[src/rtl/core/rfc_pkg.sv]
// shared types, constants and helpers of the rgb fade channel controller
package rfc_pkg;

    localparam int NUM_CHANNELS_DEF = 5;
    localparam int SWITCH_FLAGS     = 5;

    localparam logic [7:0] RESET_ADDRESS = 8'd4;
    localparam logic [7:0] RESET_RED     = 8'd136;
    localparam logic [7:0] RESET_GREEN   = 8'd40;

    localparam logic [7:0] CMD_SWITCH = 8'd1;
    localparam logic [7:0] CMD_COLOR  = 8'd2;

    localparam logic REG_BUS_ADDRESS = 1'b0;

    typedef enum logic
    {
        KIND_COMMAND = 1'b0,
        KIND_TICK    = 1'b1
    } kind_t;

    typedef struct packed
    {
        logic [7:0] b;
        logic [7:0] g;
        logic [7:0] r;
    } rgb_t;

    typedef struct packed
    {
        rgb_t level;
        logic at_target;
    } step_res_t;

    // one level moves one count toward its target
    function automatic logic [7:0] step_level(input logic [7:0] cur, input logic [7:0] tgt);
        logic [7:0] nxt;
        begin
            nxt = cur;
            if (cur < tgt)
            begin
                nxt = cur + 8'd1;
            end
            else if (cur > tgt)
            begin
                nxt = cur - 8'd1;
            end
            return nxt;
        end
    endfunction

endpackage

[src/rtl/core/rfc_stepper.sv]
// fade step of one channel: moves r, g and b toward the target and flags arrival
module rfc_stepper
    import rfc_pkg::*;
(
    input  rgb_t      cur,
    input  rgb_t      tgt,
    output step_res_t res
);

    rgb_t lvl;

    always_comb
    begin
        lvl.r         = step_level(cur.r, tgt.r);
        lvl.g         = step_level(cur.g, tgt.g);
        lvl.b         = step_level(cur.b, tgt.b);
        res.level     = lvl;
        res.at_target = (lvl.r == tgt.r) && (lvl.g == tgt.g) && (lvl.b == tgt.b);
    end

endmodule

[src/rtl/core/rgb_fade_channel_controller.sv]
// top level of the rgb fade channel controller
// path: a tick transfer is registered in the step stage, then in the output register
// throughput: one item per cycle while the output is not stalled; current levels live in
//   a one-port-read memory read at acceptance and written back as the step stage advances,
//   with a bypass register covering back-to-back ticks on the same channel
// reset: asynchronous, active low; targets return to r136 g40 b0, presets and
//   current levels to zero (per-entry valid bits), pointer to channel 0, address to 4
module rgb_fade_channel_controller
    import rfc_pkg::*;
#(
    parameter int NUM_CHANNELS = NUM_CHANNELS_DEF
)
(
    input  logic        clk,
    input  logic        rst_n,
    // slave stream
    input  logic        s_tvalid,
    output logic        s_tready,
    // dest_address, command_code, arg0, arg1, arg2, arg3, arg4 (lowest bit up)
    input  logic [55:0] s_tdata,
    // kind
    input  logic [0:0]  s_tuser,
    // master stream
    output logic        m_tvalid,
    input  logic        m_tready,
    // channel[2:0], red, green, blue, at_target, relay_on, zero fill
    output logic [31:0] m_tdata,
    // configuration port
    input  logic        psel,
    input  logic        penable,
    input  logic        pwrite,
    input  logic [2:0]  paddr,
    input  logic [31:0] pwdata,
    output logic [31:0] prdata,
    output logic        pready
);

    localparam int CH_W     = (NUM_CHANNELS > 1) ? $clog2(NUM_CHANNELS) : 1;
    localparam int FLAG_CNT = (NUM_CHANNELS < SWITCH_FLAGS) ? NUM_CHANNELS : SWITCH_FLAGS;
    localparam logic [CH_W-1:0] LAST_CH = CH_W'(NUM_CHANNELS - 1);

    // input transfer fields
    kind_t      kind;
    logic [7:0] dest_address;
    logic [7:0] command_code;
    logic [7:0] args [SWITCH_FLAGS];
    rgb_t       color_in;

    // configuration
    logic [7:0] bus_address_reg;
    logic [7:0] bus_address_next;
    logic       cfg_wr;

    // channel tables held in flops: switch commands touch up to SWITCH_FLAGS entries at once
    rgb_t preset_reg [NUM_CHANNELS];
    rgb_t target_reg [NUM_CHANNELS];

    // current levels memory with per-entry valid bits (unwritten reads as zero)
    rgb_t cur_mem [NUM_CHANNELS];
    rgb_t mem_rd_reg;
    logic [NUM_CHANNELS-1:0] cur_vld_reg;

    // round-robin pointer
    logic [CH_W-1:0] ptr_reg;
    logic [CH_W-1:0] ptr_next;

    // step stage
    logic            s2_valid_reg;
    logic            s2_valid_next;
    logic [CH_W-1:0] s2_ch_reg;
    logic            s2_vld_reg;
    logic            s2_fwd_reg;
    rgb_t            s2_fwd_data_reg;
    rgb_t            s2_cur;
    rgb_t            s2_tgt;
    step_res_t       s2_res;
    logic            relay;

    // output register
    logic            m_valid_reg;
    logic            m_valid_next;
    logic [31:0]     m_data_reg;
    logic [31:0]     m_data_next;

    // handshake
    logic accept;
    logic tick_acc;
    logic cmd_acc;
    logic out_free;
    logic s2_adv;
    logic color_ok;
    logic [CH_W-1:0] color_idx;

    // unpack the slave transfer
    always_comb
    begin
        kind         = kind_t'(s_tuser[0]);
        dest_address = s_tdata[7:0];
        command_code = s_tdata[15:8];
        for (int k = 0; k < SWITCH_FLAGS; k++)
        begin
            args[k] = s_tdata[16 + 8*k +: 8];
        end
        color_in.r = args[0];
        color_in.g = args[1];
        color_in.b = args[2];
    end

    // the step stage never holds while a command could change its target
    assign out_free = !m_valid_reg || m_tready;
    assign s2_adv   = s2_valid_reg && out_free;
    assign s_tready = !s2_valid_reg || out_free;
    assign accept   = s_tvalid && s_tready;
    assign tick_acc = accept && (kind == KIND_TICK);
    assign cmd_acc  = accept && (kind == KIND_COMMAND) && (dest_address == bus_address_reg);

    // colour command index check; anything at or past the channel count is dropped
    assign color_ok  = (args[3] < 8'(NUM_CHANNELS));
    assign color_idx = args[3][CH_W-1:0];

    // configuration port: single register, write on the access phase
    assign pready = 1'b1;
    assign cfg_wr = psel && penable && pwrite && pready && (paddr[2] == REG_BUS_ADDRESS);

    always_comb
    begin
        bus_address_next = bus_address_reg;
        if (cfg_wr)
        begin
            bus_address_next = pwdata[7:0];
        end
    end

    always_comb
    begin
        prdata = '0;
        if (paddr[2] == REG_BUS_ADDRESS)
        begin
            prdata = {24'd0, bus_address_reg};
        end
    end

    always_ff @(posedge clk or negedge rst_n)
    begin
        if (!rst_n)
        begin
            bus_address_reg <= RESET_ADDRESS;
        end
        else
        begin
            bus_address_reg <= bus_address_next;
        end
    end

    // preset and target tables, updated as command transfers are accepted
    always_ff @(posedge clk or negedge rst_n)
    begin
        if (!rst_n)
        begin
            for (int i = 0; i < NUM_CHANNELS; i++)
            begin
                preset_reg[i] <= '0;
                target_reg[i] <= '{b: 8'd0, g: RESET_GREEN, r: RESET_RED};
            end
        end
        else if (cmd_acc)
        begin
            if (command_code == CMD_SWITCH)
            begin
                // each channel with a flag byte: its preset if the flag is on, else a zero target
                for (int i = 0; i < FLAG_CNT; i++)
                begin
                    if (args[i] != 8'd0)
                    begin
                        target_reg[i] <= preset_reg[i];
                    end
                    else
                    begin
                        target_reg[i] <= '0;
                    end
                end
            end
            else if ((command_code == CMD_COLOR) && color_ok)
            begin
                preset_reg[color_idx] <= color_in;
                target_reg[color_idx] <= color_in;
            end
        end
    end

    // pointer wraps after the last channel
    always_comb
    begin
        ptr_next = ptr_reg;
        if (tick_acc)
        begin
            if (ptr_reg == LAST_CH)
            begin
                ptr_next = '0;
            end
            else
            begin
                ptr_next = ptr_reg + CH_W'(1);
            end
        end
    end

    // current levels memory: read at tick acceptance, written back by the step stage
    always_ff @(posedge clk)
    begin
        if (tick_acc)
        begin
            mem_rd_reg <= cur_mem[ptr_reg];
        end
        if (s2_adv)
        begin
            cur_mem[s2_ch_reg] <= s2_res.level;
        end
    end

    // bypass data: the write landing on the edge of the read is not seen by the memory
    always_ff @(posedge clk)
    begin
        if (tick_acc)
        begin
            s2_ch_reg       <= ptr_reg;
            s2_fwd_data_reg <= s2_res.level;
        end
    end

    always_comb
    begin
        s2_valid_next = s2_valid_reg;
        if (tick_acc)
        begin
            s2_valid_next = 1'b1;
        end
        else if (s2_adv)
        begin
            s2_valid_next = 1'b0;
        end
    end

    always_ff @(posedge clk or negedge rst_n)
    begin
        if (!rst_n)
        begin
            ptr_reg      <= '0;
            s2_valid_reg <= 1'b0;
            s2_vld_reg   <= 1'b0;
            s2_fwd_reg   <= 1'b0;
            cur_vld_reg  <= '0;
        end
        else
        begin
            ptr_reg      <= ptr_next;
            s2_valid_reg <= s2_valid_next;
            if (tick_acc)
            begin
                s2_vld_reg <= cur_vld_reg[ptr_reg];
                s2_fwd_reg <= s2_adv && (s2_ch_reg == ptr_reg);
            end
            if (s2_adv)
            begin
                cur_vld_reg[s2_ch_reg] <= 1'b1;
            end
        end
    end

    // step stage: pick the freshest copy of the level, then step toward the target
    always_comb
    begin
        if (s2_fwd_reg)
        begin
            s2_cur = s2_fwd_data_reg;
        end
        else if (s2_vld_reg)
        begin
            s2_cur = mem_rd_reg;
        end
        else
        begin
            s2_cur = '0;
        end
        s2_tgt = target_reg[s2_ch_reg];
    end

    rfc_stepper u_stepper
    (
        .cur (s2_cur),
        .tgt (s2_tgt),
        .res (s2_res)
    );

    // relay follows the blue target of channel 1, absent in a one-channel build
    generate
        if (NUM_CHANNELS > 1)
        begin : g_relay
            assign relay = (target_reg[1].b != 8'd0);
        end
        else
        begin : g_no_relay
            assign relay = 1'b0;
        end
    endgenerate

    // output register
    always_comb
    begin
        m_valid_next = m_valid_reg;
        m_data_next  = m_data_reg;
        if (s2_adv)
        begin
            m_valid_next = 1'b1;
            m_data_next  = {3'd0, relay, s2_res.at_target, s2_res.level.b,
                            s2_res.level.g, s2_res.level.r, 3'(s2_ch_reg)};
        end
        else if (m_tready)
        begin
            m_valid_next = 1'b0;
        end
    end

    always_ff @(posedge clk or negedge rst_n)
    begin
        if (!rst_n)
        begin
            m_valid_reg <= 1'b0;
        end
        else
        begin
            m_valid_reg <= m_valid_next;
        end
    end

    always_ff @(posedge clk)
    begin
        m_data_reg <= m_data_next;
    end

    assign m_tvalid = m_valid_reg;
    assign m_tdata  = m_data_reg;

endmodule

[config.mk]
export PLATFORM = sky130hd
export DESIGN_NAME = rgb_fade_channel_controller
export DESIGN_NICKNAME = d
export VERILOG_FILES = /design/src/rtl/core/rfc_pkg.sv /design/src/rtl/core/rfc_stepper.sv /design/src/rtl/core/rgb_fade_channel_controller.sv
export SDC_FILE = /design/constraint.sdc
export NUM_CORES = 1
export LEC_CHECK = 0
export ABC_CLOCK_PERIOD_IN_PS = 8500
export BUFFER_PORTS_ARGS = -buffer_cell sky130_fd_sc_hd__buf_2
export CAP_MARGIN = 30
export CORE_ASPECT_RATIO = 1.1
export CORE_MARGIN = 10
export CORE_UTILIZATION = 60
export CTS_BUF_LIST = sky130_fd_sc_hd__clkbuf_4 sky130_fd_sc_hd__clkbuf_8
export DETAILED_ROUTE_END_ITERATION = 7
export PLACE_DENSITY = 0.8
export SYNTH_ARGS = -nofsm -noshare
export SYNTH_HDL_FRONTEND = slang
export SYNTH_SLANG_ARGS = --single-unit
[constraint.sdc]
create_clock -name clk -period 8.5 [get_ports clk]
set_input_delay 0.85 -clock clk [delete_from_list [all_inputs] [get_ports clk]]
set_output_delay 0.85 -clock clk [all_outputs]
set_load 0.05 [all_outputs]
==> results.ini, run 1 <==
[clock_tree]
cts_resized = 0
cts_hold_buf = 0
cts.clk_slew.worst_paths_ns = 0.07
htree_levels = 3
clock_latency_ns = 0.62
cts_tree = built
clk_path_buf_depth = 3
numCtsBuffers = 75
cts_num_sinks = 460
postCtsSetupBuffers = 0
root_buffer = clkbuf_8

[power_and_ir_drop]
p_leak_nw = 9.88
ir_worst_vdd_v = 0.000208
power_density_mw_per_mm2 = 295

[drt]
met2_wirelength_um = 27100
viasPerCell = 6.33
routed-wl-met3_um = 3620
wl_per_cell_um = 23.3
drtPass1Iterations = 5
m1WireLength_um = 21500
drc = 0
ant_nets = 0
finalWirelength_um = 54100
top_layer_used = met4
vias = 14700
drtIter0Drc = 1160

[synth]
async_flop_share_pct = 56.5
synth_seq_cells = 460
synth.top_cell.area_share_pct = 28.0
syn_area_mm2 = 0.0214
synth.avg_cell_area_um2 = 12.7
yosys.cell_types.count = 69
yosysMostFrequentCell = dfrtp_1
synth_top_area_cell = edfxtp_1
ys.flop_type = dfrtp_1
netlist_instances = 1688
synth_area_leaders = edfxtp_1, dfrtp_1, mux2_2
ys_seq_area_share_pct = 58.6
synth_common_cells = dfrtp_1, edfxtp_1, a21oi_1, nor2_1, mux2_2
synth_edf_count = 200
yosysWarnings = 0

[die]
dieArea_mm2 = 0.0437
die_height_um = 218
initial_core_util_pct = 60.8
pin_count = 166
row_count = 72
core_area_mm2 = 0.0352
die_w_um = 200

[placed_design]
port-buffer-count = 111
routabilityCongestion = 0.893
post_dp_cell_area_mm2 = 0.0224
dp_hpwl_um = 33500

[global_route]
grt_pass1_vias = 14900
antenna_found_initial = 0
grt_max_degree = 105
grt_overflow = 0
grt_first_pass_wirelength_um = 83300
track_usage_pct = 24.3

[layout]
num-nets-final = 1915
diodes = 0
fillers = 2489
drive_gt1_share_pct = 29.1
fin_area_mm2 = 0.0240
area_growth_pct = 12.1

[sta]
finalHoldViolCount = 0
period_minus_slack_ns = 5.14
setup_viol = 0
finalCritPeriodShare_pct = 60.5
worst_pin_slew_ns = 1.01
relSlewSlack_pct = 31.8
max_freq_ghz = 0.194
grt_setup_unrepaired = no
slew_violations = 0
fin_hold_ws_ns = 0.284
fin_skew_ns = 0.0254
tns_ns = 0

[worst_setup_path]
crit_arrival_ns = 5.58
reg2reg_depth = 15
r2r-start = s2_ch_reg[2]
r2r_slack_ns = 3.36
cp_max_fo = 20
reg2reg_to = m_tdata[27]
path_class = reg -> reg
cp.required_ns = 8.94
endpoint_kind = flip-flop
startpoint_type = flip-flop

[outcome]
status = completed

[hold_path]
hp-class = in -> async

[job]
drv_cap = 0

area by class of cell:
cell class | count | area, um2 | share of cell area, %
multi-input combinational | 1061 | 8230 | 34.3
clock inverter | 13 | 110 | 0.459
inverter | 35 | 131 | 0.547
timing repair buffer | 151 | 922 | 3.84
tap | 481 | 602 | 2.51
clock buffer | 123 | 1470 | 6.11
sequential | 460 | 12500 | 52.2
worst max-delay path by stage:
| stage | to | depth (start not counted) | slack [ns] | startpoint |
|---|---|---|---|---|
| 2_1_floorplan | cur_mem[0][0] | 6 | 4.24 | s2_ch_reg[0] |
| 3_3_place_gp | m_tdata[27] | 12 | 3.16 | s2_ch_reg[0] |
| 3_5_place_dp | m_tdata[27] | 12 | 3.13 | s2_ch_reg[0] |
| 4_1_cts | m_tdata[27] | 12 | 3.10 | s2_ch_reg[0] |
| 5_1_grt | m_tdata[27] | 15 | 2.95 | s2_ch_reg[2] |
| 6_report | m_tdata[27] | 15 | 3.36 | s2_ch_reg[2] |
layer usage:
metal  up-vias  GRT usage (%)
li1       6511              -
met1      7464           30.3
met2       597           40.8
met3       137           4.28
met4         0           11.3
met5         -              0
per-stage QoR:
| step | instances | power [mW] | setup WS [ns] | utilization [%] |
|---|---|---|---|---|
| after CTS | 2323 | 7.10 | 3.10 | 68.1 |
| final | 2324 | 7.08 | 3.36 | 68.1 |
| after global placement | 2184 | 5.03 | 3.16 | 63.4 |
| after detailed placement | 2187 | 5.10 | 3.13 | 63.6 |
| after floorplan | 1714 | 4.52 | 4.24 | - |
| after global routing | 2324 | 7.39 | 2.95 | 68.1 |
cell families after synthesis:
logic type      share of synthesized area [%]
xor+xnor                                 2.45
compound gates                           13.2
flops                                    58.6
mux                                      12.7
fa+ha+maj                                1.87
buf+inv                                  4.08
simple gates                             7.11
other cells                            0.0351
report_power, final:
group	switching (mW)	internal, mW
clock	0.851	1.15
combinational	1.35	0.738
sequential	0.135	2.86
total	2.33	4.74
placed cells by master (no fill, tap or decap), drive strengths merged, types with 8 or more instances in the layout:
cell,Yosys,routed
mux4,34,34
clkbuf,108,123
nand2,59,59
buf,50,151
conb,2,28
clkinv,0,9
a22oi,40,40
nand4,17,17
dfstp,21,21
edfxtp,200,200
nor4,13,13
ha,32,32
xnor2,41,41
dfrtp,239,239
nor2,163,163
mux2,159,159
o21a,9,9
a21oi,163,163
inv,35,35
nor3,8,8
nor2b,19,19
mux2i,16,16
o21ai,36,36
a32oi,120,120
nand3,10,10
worst max-delay path, stage by stage (launching register included):
cell	delay, ns
edfxtp_1	0.72
inv_1	0.08
buf_4	0.24
nor3_1	0.45
buf_4	0.29
a22oi_1	0.24
ha_1	0.38
nor2b_1	0.13
o211ai_1	0.10
a21oi_1	0.42
nor2_1	0.19
a2bb2oi_1	0.19
xnor2_1	0.63
xnor2_1	0.11
or4b_1	0.55
nor4b_2	0.22
Power figures use the tool's default switching activity.
==> inputs of run 2 (changes only) <==
--- a/config.mk
+++ b/config.mk
@@ -5,15 +5,15 @@
 export SDC_FILE = /design/constraint.sdc
 export NUM_CORES = 1
 export LEC_CHECK = 0
-export ABC_CLOCK_PERIOD_IN_PS = 8500
+export ABC_CLOCK_PERIOD_IN_PS = 4640
 export BUFFER_PORTS_ARGS = -buffer_cell sky130_fd_sc_hd__buf_2
 export CAP_MARGIN = 30
 export CORE_ASPECT_RATIO = 1.1
 export CORE_MARGIN = 10
-export CORE_UTILIZATION = 60
+export CORE_UTILIZATION = 56
 export CTS_BUF_LIST = sky130_fd_sc_hd__clkbuf_4 sky130_fd_sc_hd__clkbuf_8
 export DETAILED_ROUTE_END_ITERATION = 7
-export PLACE_DENSITY = 0.8
+export PLACE_DENSITY = 0.78
 export SYNTH_ARGS = -nofsm -noshare
 export SYNTH_HDL_FRONTEND = slang
 export SYNTH_SLANG_ARGS = --single-unit
==> constraint.sdc (replaced) <==
create_clock -name clk -period 4.64 [get_ports clk]
set_input_delay 0.464 -clock clk [delete_from_list [all_inputs] [get_ports clk]]
set_output_delay 0.464 -clock clk [all_outputs]
set_load 0.05 [all_outputs]
==> results.ini, run 2 (same netlist as run 1, synthesis figures left out) <==
[outcome]
status = completed

[clock_tree]
cts_num_sinks = 460
cts_tree = built
numCtsBuffers = 71
clk_path_buf_depth = 3
clock_latency_ns = 0.63
htree_levels = 3
root_buffer = clkbuf_8
cts.clk_slew.worst_paths_ns = 0.06

[drt]
wl_per_cell_um = 23.1
drtIter0Drc = 1399
viasPerCell = 6.31
ant_nets = 0
finalWirelength_um = 54700
drtPass1Iterations = 6
vias = 15000
drc = 0

[die]
initial_core_util_pct = 56.3
pin_count = 166
core_area_mm2 = 0.0380
die_height_um = 225
dieArea_mm2 = 0.0465
row_count = 75
die_w_um = 206

[sta]
fin_skew_ns = 0.0338
worst_pin_slew_ns = 1.03
finalHoldViolCount = 0
setup_viol = 0
max_freq_ghz = 0.227
slew_violations = 0
tns_ns = 0
fin_ws_ns = 0.237
relSlewSlack_pct = 31.5
grt_setup_unrepaired = no
finalCritPeriodShare_pct = 94.9
period_minus_slack_ns = 4.40

[power_and_ir_drop]
ir_worst_vdd_v = 0.000321
p_leak_nw = 10.0
power_density_mw_per_mm2 = 541

[layout]
diodes = 0
multi_input_area_mm2 = 0.00825
fillers = 2857
seq_area_mm2 = 0.0125
num-nets-final = 1943
mostFrequentLayoutCell = dfrtp_1
area_growth_pct = 13.2
final_cell_mix = dfrtp_1, edfxtp_1, nor2_1
drive_gt1_share_pct = 30.5
fin_cells = 2370

[placed_design]
routabilityCongestion = 0.900
port-buffer-count = 111
post-place-ws_ns = 0.107
dp_hpwl_um = 34600
place_inst = 2238

[hold_path]
hold_depth = 2
hp-class = in -> reg

[worst_setup_path]
r2r_slack_ns = 0.24
startpoint_type = flip-flop
reg2reg_depth = 12
cp_max_fo = 34
cp.required_ns = 5.09
crit_arrival_ns = 4.86
endpoint_kind = flip-flop
path_class = reg -> reg

[global_route]
grt_first_pass_wirelength_um = 84600
grt_overflow = 0
antenna_found_initial = 0
track_usage_pct = 23.5
grt_max_degree = 117
grt_pass1_vias = 15000

[job]
drv_cap = 0

## run 2: per-layer routing
| metal | vias to the layer above | share of wire, % | GRT usage (%) |
|---|---|---|---|
| li1 | 6582 | - | - |
| met4 | 2 | 3.1 | 9.33 |
| met1 | 7595 | 41 | 30.5 |
| met2 | 660 | 49 | 37.6 |
| met3 | 125 | 7.6 | 5.16 |
| met5 | - | 0.079 | 0.780 |
## run 2: layout make-up
| type | instances | share of cell area [%] |
|---|---|---|
| well taps | 500 | 2.58 |
| flip-flops and latches | 460 | 51.7 |
| clock buffers | 117 | 5.92 |
| multi-input cells | 1061 | 34.0 |
| inverters | 35 | 0.542 |
| clock inverters | 14 | 0.408 |
| repair buffers | 183 | 4.78 |
## run 2: final timing paths
kind | endpoint | from
min | bus_address_reg[0] | pwdata[0]
min in group asynchronous | preset_reg[116] | rst_n
min reg2reg | cur_vld_reg[1] | cur_vld_reg[1]
max in group asynchronous | target_reg[105] | rst_n
max | m_tdata[27] | s2_ch_reg[0]
max reg2reg | m_tdata[27] | s2_ch_reg[0]
## run 2: what timing repair did
item,4_1_cts,5_1_grt
endpoints found under the hold margin,98,0
setup endpoints to repair,1,1
gates resized for setup,1,4
hold buffers,1,0
setup buffers,0,0
## run 2: report_power, final
group,switching [mW],total [mW],internal [mW]
combinational,2.55,4.10,1.55
sequential,0.222,5.45,5.23
clock,1.56,3.58,2.01
total,4.34,13.1,8.79
## run 2: critical path, cell delays in order (launching register included)
cell and delay, ns:
edfxtp_1 0.38, buf_12 0.25, mux4_2 0.57, a22oi_1 0.53, ha_1 0.36, o211ai_1 0.13, a21oi_1 0.16, nor2_4 0.29
mux2_2 0.43, mux2_1 0.22, o2111ai_1 0.10, or4b_1 0.55, nor4b_2 0.23
## run 2: metrics by stage
stage / hold slack [ns] / instance area [um2] / util (%) / power (mW)
2_1_floorplan: 0.168 / 21500 / - / 8.28
3_3_place_gp: 0.444 / 22700 / 59.6 / 9.47
3_5_place_dp: 0.455 / 22700 / 59.7 / 9.59
4_1_cts: 0.0504 / 24200 / 63.7 / 13.2
5_1_grt: 0.0617 / 24200 / 63.8 / 13.8
6_report: 0.0819 / 24200 / 63.8 / 13.1
